`src/sv/ddpp_pkg.sv`:
```
`timescale 1ns / 1ps
`default_nettype none

package ddpp_pkg;

  // Element and sum width, fixed by the item format
  localparam int unsigned DATA_W = 32;
  // Elements per vector, one lane each
  localparam int unsigned LANES = 4;
  // Slots per group; the last one goes straight to the output
  localparam int unsigned SLOTS = 4;
  localparam int unsigned SLOT_W = $clog2(SLOTS);
  localparam logic [SLOT_W-1:0] LAST_SLOT = SLOT_W'(SLOTS - 1);
  // Default fraction bits of the fixed-point format
  localparam int unsigned FRAC_BITS_DEF = 16;

  typedef logic signed [DATA_W-1:0] data_t;
  typedef logic signed [2*DATA_W-1:0] prod_t;

  // Stage load enables handed to each lane
  typedef struct packed {
    logic ld_mul;
    logic ld_clamp;
  } lane_ctl_t;

  // Add two sums and clamp to the signed 32-bit range
  function automatic data_t sat_add(input data_t a, input data_t b);
    logic signed [DATA_W:0] s;
    s = {a[DATA_W-1], a} + {b[DATA_W-1], b};
    if (s[DATA_W] != s[DATA_W-1]) begin
      sat_add = s[DATA_W] ? {1'b1, {(DATA_W-1){1'b0}}} : {1'b0, {(DATA_W-1){1'b1}}};
    end else begin
      sat_add = s[DATA_W-1:0];
    end
  endfunction

endpackage

`default_nettype wire

```
`src/sv/ddpp_if.sv`:
```
`timescale 1ns / 1ps
`default_nettype none


// Output channel: eight packed sums per item
interface ddpp_out_if;
  logic valid;
  logic ready;
  logic signed [31:0] f_sum_0;
  logic signed [31:0] f_sum_1;
  logic signed [31:0] f_sum_2;
  logic signed [31:0] f_sum_3;
  logic signed [31:0] v_sum_0;
  logic signed [31:0] v_sum_1;
  logic signed [31:0] v_sum_2;
  logic signed [31:0] v_sum_3;

  modport source (
    output valid, f_sum_0, f_sum_1, f_sum_2, f_sum_3,
    output v_sum_0, v_sum_1, v_sum_2, v_sum_3,
    input  ready
  );
  modport sink (
    input  valid, f_sum_0, f_sum_1, f_sum_2, f_sum_3,
    input  v_sum_0, v_sum_1, v_sum_2, v_sum_3,
    output ready
  );
endinterface

`default_nettype wire

```
`src/sv/ddpp_merge.sv`:
```
`timescale 1ns / 1ps
`default_nettype none

// Adder trees over the lanes, slot buffers and the output register
module ddpp_merge (
  input  wire                clk,
  input  wire                rst,
  input  wire                in_valid,
  output logic               in_ready,
  input  ddpp_pkg::data_t    f_prod [ddpp_pkg::LANES],
  input  ddpp_pkg::data_t    v_prod [ddpp_pkg::LANES],
  ddpp_out_if.source         res
);

  localparam int unsigned NBUF = ddpp_pkg::SLOTS - 1;

  logic                            pair_valid;
  ddpp_pkg::data_t                 f_pair [2];
  ddpp_pkg::data_t                 v_pair [2];
  ddpp_pkg::data_t                 f_total;
  ddpp_pkg::data_t                 v_total;
  logic [ddpp_pkg::SLOT_W-1:0]     slot;
  logic                            last;
  logic                            fin_ok;
  logic                            fin;
  ddpp_pkg::data_t                 f_buf [NBUF];
  ddpp_pkg::data_t                 v_buf [NBUF];
  logic                            out_valid;
  ddpp_pkg::data_t                 f_out [ddpp_pkg::SLOTS];
  ddpp_pkg::data_t                 v_out [ddpp_pkg::SLOTS];

  // Finish an item unless it closes a group and the output is still full
  assign last     = (slot == ddpp_pkg::LAST_SLOT);
  assign fin_ok   = !last || !out_valid || res.ready;
  assign fin      = pair_valid && fin_ok;
  assign in_ready = !pair_valid || fin_ok;

  // First tree level
  always_ff @(posedge clk) begin
    if (rst) begin
      pair_valid <= 1'b0;
    end else if (in_ready) begin
      pair_valid <= in_valid;
    end
  end

  always_ff @(posedge clk) begin
    if (in_ready && in_valid) begin
      f_pair[0] <= ddpp_pkg::sat_add(f_prod[0], f_prod[1]);
      f_pair[1] <= ddpp_pkg::sat_add(f_prod[2], f_prod[3]);
      v_pair[0] <= ddpp_pkg::sat_add(v_prod[0], v_prod[1]);
      v_pair[1] <= ddpp_pkg::sat_add(v_prod[2], v_prod[3]);
    end
  end

  // Second tree level
  assign f_total = ddpp_pkg::sat_add(f_pair[0], f_pair[1]);
  assign v_total = ddpp_pkg::sat_add(v_pair[0], v_pair[1]);

  // Advance the slot count, wrapping at the group end
  always_ff @(posedge clk) begin
    if (rst) begin
      slot <= '0;
    end else if (fin) begin
      slot <= slot + 1'b1;
    end
  end

  // Store the sums of the first slots of a group
  for (genvar j = 0; j < NBUF; j++) begin : g_buf
    always_ff @(posedge clk) begin
      if (fin && slot == ddpp_pkg::SLOT_W'(j)) begin
        f_buf[j] <= f_total;
        v_buf[j] <= v_total;
      end
    end
  end

  // Output register: load the whole group when its last item finishes
  always_ff @(posedge clk) begin
    if (rst) begin
      out_valid <= 1'b0;
    end else if (fin && last) begin
      out_valid <= 1'b1;
    end else if (res.ready) begin
      out_valid <= 1'b0;
    end
  end

  always_ff @(posedge clk) begin
    if (fin && last) begin
      for (int j = 0; j < NBUF; j++) begin
        f_out[j] <= f_buf[j];
        v_out[j] <= v_buf[j];
      end
      f_out[NBUF] <= f_total;
      v_out[NBUF] <= v_total;
    end
  end

  assign res.valid   = out_valid;
  assign res.f_sum_0 = f_out[0];
  assign res.f_sum_1 = f_out[1];
  assign res.f_sum_2 = f_out[2];
  assign res.f_sum_3 = f_out[3];
  assign res.v_sum_0 = v_out[0];
  assign res.v_sum_1 = v_out[1];
  assign res.v_sum_2 = v_out[2];
  assign res.v_sum_3 = v_out[3];

endmodule

`default_nettype wire

```
`src/flat_wrapper.sv`:
```
// flat-port wrapper written by rule: the top's interface ports become plain ports
module ddpp_merge_flat 
  (clk, rst, in_valid, in_ready, f_prod, v_prod, res_valid, res_f_sum_0, res_f_sum_1, res_f_sum_2, res_f_sum_3, res_v_sum_0, res_v_sum_1, res_v_sum_2, res_v_sum_3, res_ready);
  ddpp_out_if res_i ();
  input  wire clk;
  input  wire rst;
  input  wire in_valid;
  output logic in_ready;
  input  ddpp_pkg::data_t f_prod[ddpp_pkg::LANES];
  input  ddpp_pkg::data_t v_prod[ddpp_pkg::LANES];
  output wire logic [$bits(res_i.valid)-1:0] res_valid;
  output wire logic [$bits(res_i.f_sum_0)-1:0] res_f_sum_0;
  output wire logic [$bits(res_i.f_sum_1)-1:0] res_f_sum_1;
  output wire logic [$bits(res_i.f_sum_2)-1:0] res_f_sum_2;
  output wire logic [$bits(res_i.f_sum_3)-1:0] res_f_sum_3;
  output wire logic [$bits(res_i.v_sum_0)-1:0] res_v_sum_0;
  output wire logic [$bits(res_i.v_sum_1)-1:0] res_v_sum_1;
  output wire logic [$bits(res_i.v_sum_2)-1:0] res_v_sum_2;
  output wire logic [$bits(res_i.v_sum_3)-1:0] res_v_sum_3;
  input wire logic [$bits(res_i.ready)-1:0] res_ready;
  assign res_valid = res_i.valid;
  assign res_f_sum_0 = res_i.f_sum_0;
  assign res_f_sum_1 = res_i.f_sum_1;
  assign res_f_sum_2 = res_i.f_sum_2;
  assign res_f_sum_3 = res_i.f_sum_3;
  assign res_v_sum_0 = res_i.v_sum_0;
  assign res_v_sum_1 = res_i.v_sum_1;
  assign res_v_sum_2 = res_i.v_sum_2;
  assign res_v_sum_3 = res_i.v_sum_3;
  assign res_i.ready = res_ready;
  ddpp_merge u_core (.clk(clk), .rst(rst), .in_valid(in_valid), .in_ready(in_ready), .f_prod(f_prod), .v_prod(v_prod), .res(res_i));
endmodule
```
`config.mk`:
```
export PLATFORM = sky130hd
export DESIGN_NAME = ddpp_merge_flat
export DESIGN_NICKNAME = d
export VERILOG_FILES = /design/src/sv/ddpp_pkg.sv /design/src/sv/ddpp_if.sv /design/src/sv/ddpp_merge.sv /design/src/flat_wrapper.sv
export SDC_FILE = /design/constraint.sdc
export NUM_CORES = 1
export LEC_CHECK = 0
export BUFFER_PORTS_ARGS = -buffer_cell sky130_fd_sc_hd__buf_4
export CORE_MARGIN = 3
export CORE_UTILIZATION = 35
export DETAILED_ROUTE_END_ITERATION = 8
export SLEW_MARGIN = 20
export SYNTH_ARGS = -nofsm -noshare
export SYNTH_HDL_FRONTEND = slang
export SYNTH_SLANG_ARGS = --single-unit
```
`constraint.sdc`:
```
create_clock -name clk -period 11.8 [get_ports clk]
set_input_delay 0 -clock clk [delete_from_list [all_inputs] [get_ports clk]]
set_output_delay 0 -clock clk [all_outputs]
set_load 0.1 [all_outputs]
```
==> results.cfg <==
[yosys]
mappedNetlistArea_um2 = 29400
synth-edff-count = 576
yosys-top-cells-count = edfxtp_1, ha_1, a21oi_1
syn_nets = 2758
avgSynthCellArea_um2 = 12.8
synth.distinct_cells = 90
yosysSeqAreaShare_pct = 59.1
yosysTopAreaCell = edfxtp_1
synth.top_cell.area_share_pct = 58.8
yosysWarnings = 0
yosysMostFrequentCell = edfxtp_1
synth_cells = 2296
yosys-top-cells-area = edfxtp_1, ha_1, a21o_1
async_flop_share_pct = 0
ys_seq_elements = 580
ys.flop_type = edfxtp_1

[detailed_routing]
vias = 20700
wl_mm = 85.3
wl_per_cell_um = 21.5
ant_nets = 0
viasPerCell = 5.22
drt-pass1-iter-count = 5
drt_iter0_markers = 1402
drcViolationCount = 0

[global_routing]
grt-ovfl-total = 0
grt_pass1_wl_mm = 126
grt_max_degree = 75
track_usage_pct = 18.7
grt_antenna_before_repair = 5
grt_pass1_vias = 21200

[pwr]
p_seq_share_pct = 42.5
powerDensity_nw_per_um2 = 179
switching_power_uw = 2060
switching_share_pct = 31.5
p_leak_uw = 0.0145
p_comb_share_pct = 30.6
internal-power_uw = 4500
p_clk_share_pct = 27.0
ir_drop_uv = 128

[timing]
worst_pin_slew_ns = 1.03
timing.hold.ws_ns = 0.0181
setup-tns-final_ns = 0
slew_violations = 0
hold_viol = 0
relSlewSlack_pct = 30.9
period_minus_slack_ns = 3.92
finalSetupViolCount = 0
rsz0062_at_grt = no
finClkSkew_ns = 0.0184
min_period_over_period_pct = 33.2
setup_slack_ns = 7.88
fmax_mhz = 255

[worst_setup_path]
arrival_ns = 4.15
cp.required_ns = 12.03
crit_top_cell = buf_4
crit_type = reg2reg
worstPathBufferInverterCount = 2
crit_slowest_cell = and2_4
crit_fanout = 71
crit_family = buffers and inverters
path_cells = ha_1 -> a21boi_1 -> and2_4 -> buf_4 -> buf_4
cp-start-kind = flop
endpoint_kind = flop
slowest_delay_ns = 0.80

[cts]
root_buffer = clkbuf_16
clkSlewWorstSetupHoldPaths_ns = 0.06
h-tree-depth = 2
clockBufferDepth = 3
numCtsBuffers = 58
clkLatencyLatePin_ns = 0.60
cts_setup_buffers = 0
cts_sinks = 580
tritoncts = built

[placement]
gp_congestion = 0.896
port_buffers = 517
dp_hpwl_mm = 66.9
dp_slack_ns = 7.87

[layout]
fin_util_pct = 44.4
final_nets = 3317
multi_input_area_um2 = 11500
seq_area_um2 = 17400
drive_above_1_share_pct = 23.5
syn_to_final_growth_pct = 24.8
fillers = 7468

[floorplanning]
coreArea_um2 = 82600
die_h_um = 296
fp.dieW_um = 296
rows = 105
dieArea_um2 = 87600
initial_core_util_pct = 35.6
ios = 518

[hold_path]
min-delay-path-class = in2reg

[status]
status = completed

[run]
maxCapViolCount = 0
-- timing repair --
action | CTS | global route
endpoints found under the hold margin | 22 | 0
gates resized for setup | 0 | 0
hold buffers | 34 | 0
-- per-layer routing --
| metal | share of wire, % | routed length [um] | track usage [%] | vias up |
|---|---|---|---|---|
| met5 | 0.027 | 23 | 0 | - |
| met4 | 1.9 | 1600 | 3.92 | 4 |
| met3 | 6.5 | 5500 | 3.48 | 100 |
| met2 | 50 | 42900 | 33.9 | 692 |
| met1 | 41 | 35200 | 23.2 | 9983 |
| li1 | - | - | - | 9949 |
-- final timing paths --
path | to | from | depth (start not counted) | slack [ns]
max | u_core.f_out[0][13] | u_core.slot[0] | 5 | 7.88
min | u_core.f_pair[0][1] | f_prod[65] | 4 | 0.02
max reg2reg | u_core.f_out[0][13] | u_core.slot[0] | 5 | 7.88
min reg2reg | u_core.f_out[2][16] | u_core.f_buf[0][80] | 0 | 0.42
-- layout make-up --
cell class                      count  share of cell area (%)
Inverter                           75                   0.767
Multi-Input combinational cell   1572                    31.3
Clock buffer                       63                    4.06
Tap cell                         1070                    3.65
Clock inverter                     42                   0.944
Antenna cell                        3                  0.0205
Timing Repair Buffer              568                    11.9
Sequential cell                   580                    47.3
-- power groups by stage --
stage,clock network (uW),logic [uW],registers [uW]
finish,1770,2010,2790
global route,1910,2210,2800
CTS,1820,2010,2790
detailed placement,0,1990,2830
global placement,0,1950,2830
floorplan,0,1380,2820
-- stage by stage --
stage          cells  cell area (um2)  power, uW
5_1_grt         3971            36700       6920
3_5_place_dp    3831            34500       4820
3_3_place_gp    3830            34500       4780
2_1_floorplan   2296            29400       4200
6_report        3973            36700       6560
4_1_cts         3970            36700       6620
-- cells by family after synthesis --
logic type	Yosys count	share of synthesized area, %
AO/OA/AOI/OAI	748	16.9
flip-flops	580	59.1
multiplexers	6	0.221
buffers and inverters	144	2.10
adder cells (fa/ha/maj)	233	9.80
XOR/XNOR	159	4.76
AND/OR/NAND/NOR	426	7.15
-- sequential cells by signal, indices dropped and copies added, names as in the netlist --
register / flops
u_core.pair_valid: 1
u_core.f_pair: 64
u_core.v_out: 128
u_core.f_buf: 96
u_core.v_buf: 96
u_core.res.valid: 1
u_core.f_out: 128
u_core.slot: 2
u_core.v_pair: 64
-- layout by cell type, fill, tap and decap left out, drive strengths merged, types with 23 or more instances in the layout --
cell / count
nand2b: 24
edfxtp: 576
buf: 534
a21oi: 194
a21o: 162
o21ai: 160
clkinv: 29
inv: 79
ha: 196
xnor2: 92
clkbuf: 63
maj3: 31
nor2: 104
xor2: 67
nand2: 112
a31oi: 27
nand3: 39
nor2b: 23
dlygate4sd3: 34
o21a: 38
nor3: 26
-- worst reg2reg max path, delay by kind of cell (launching register included) --
| kind | cells | cell delay, ns |
|---|---|---|
| and+or+nand+nor | 1 | 0.80 |
| buffers and inverters | 2 | 1.55 |
| adders and majority gates | 1 | 0.29 |
| AOI/OAI and AO/OA | 1 | 0.49 |
| DFF | 1 | 0.35 |
Note: power is estimated with default switching activity, not from simulation.
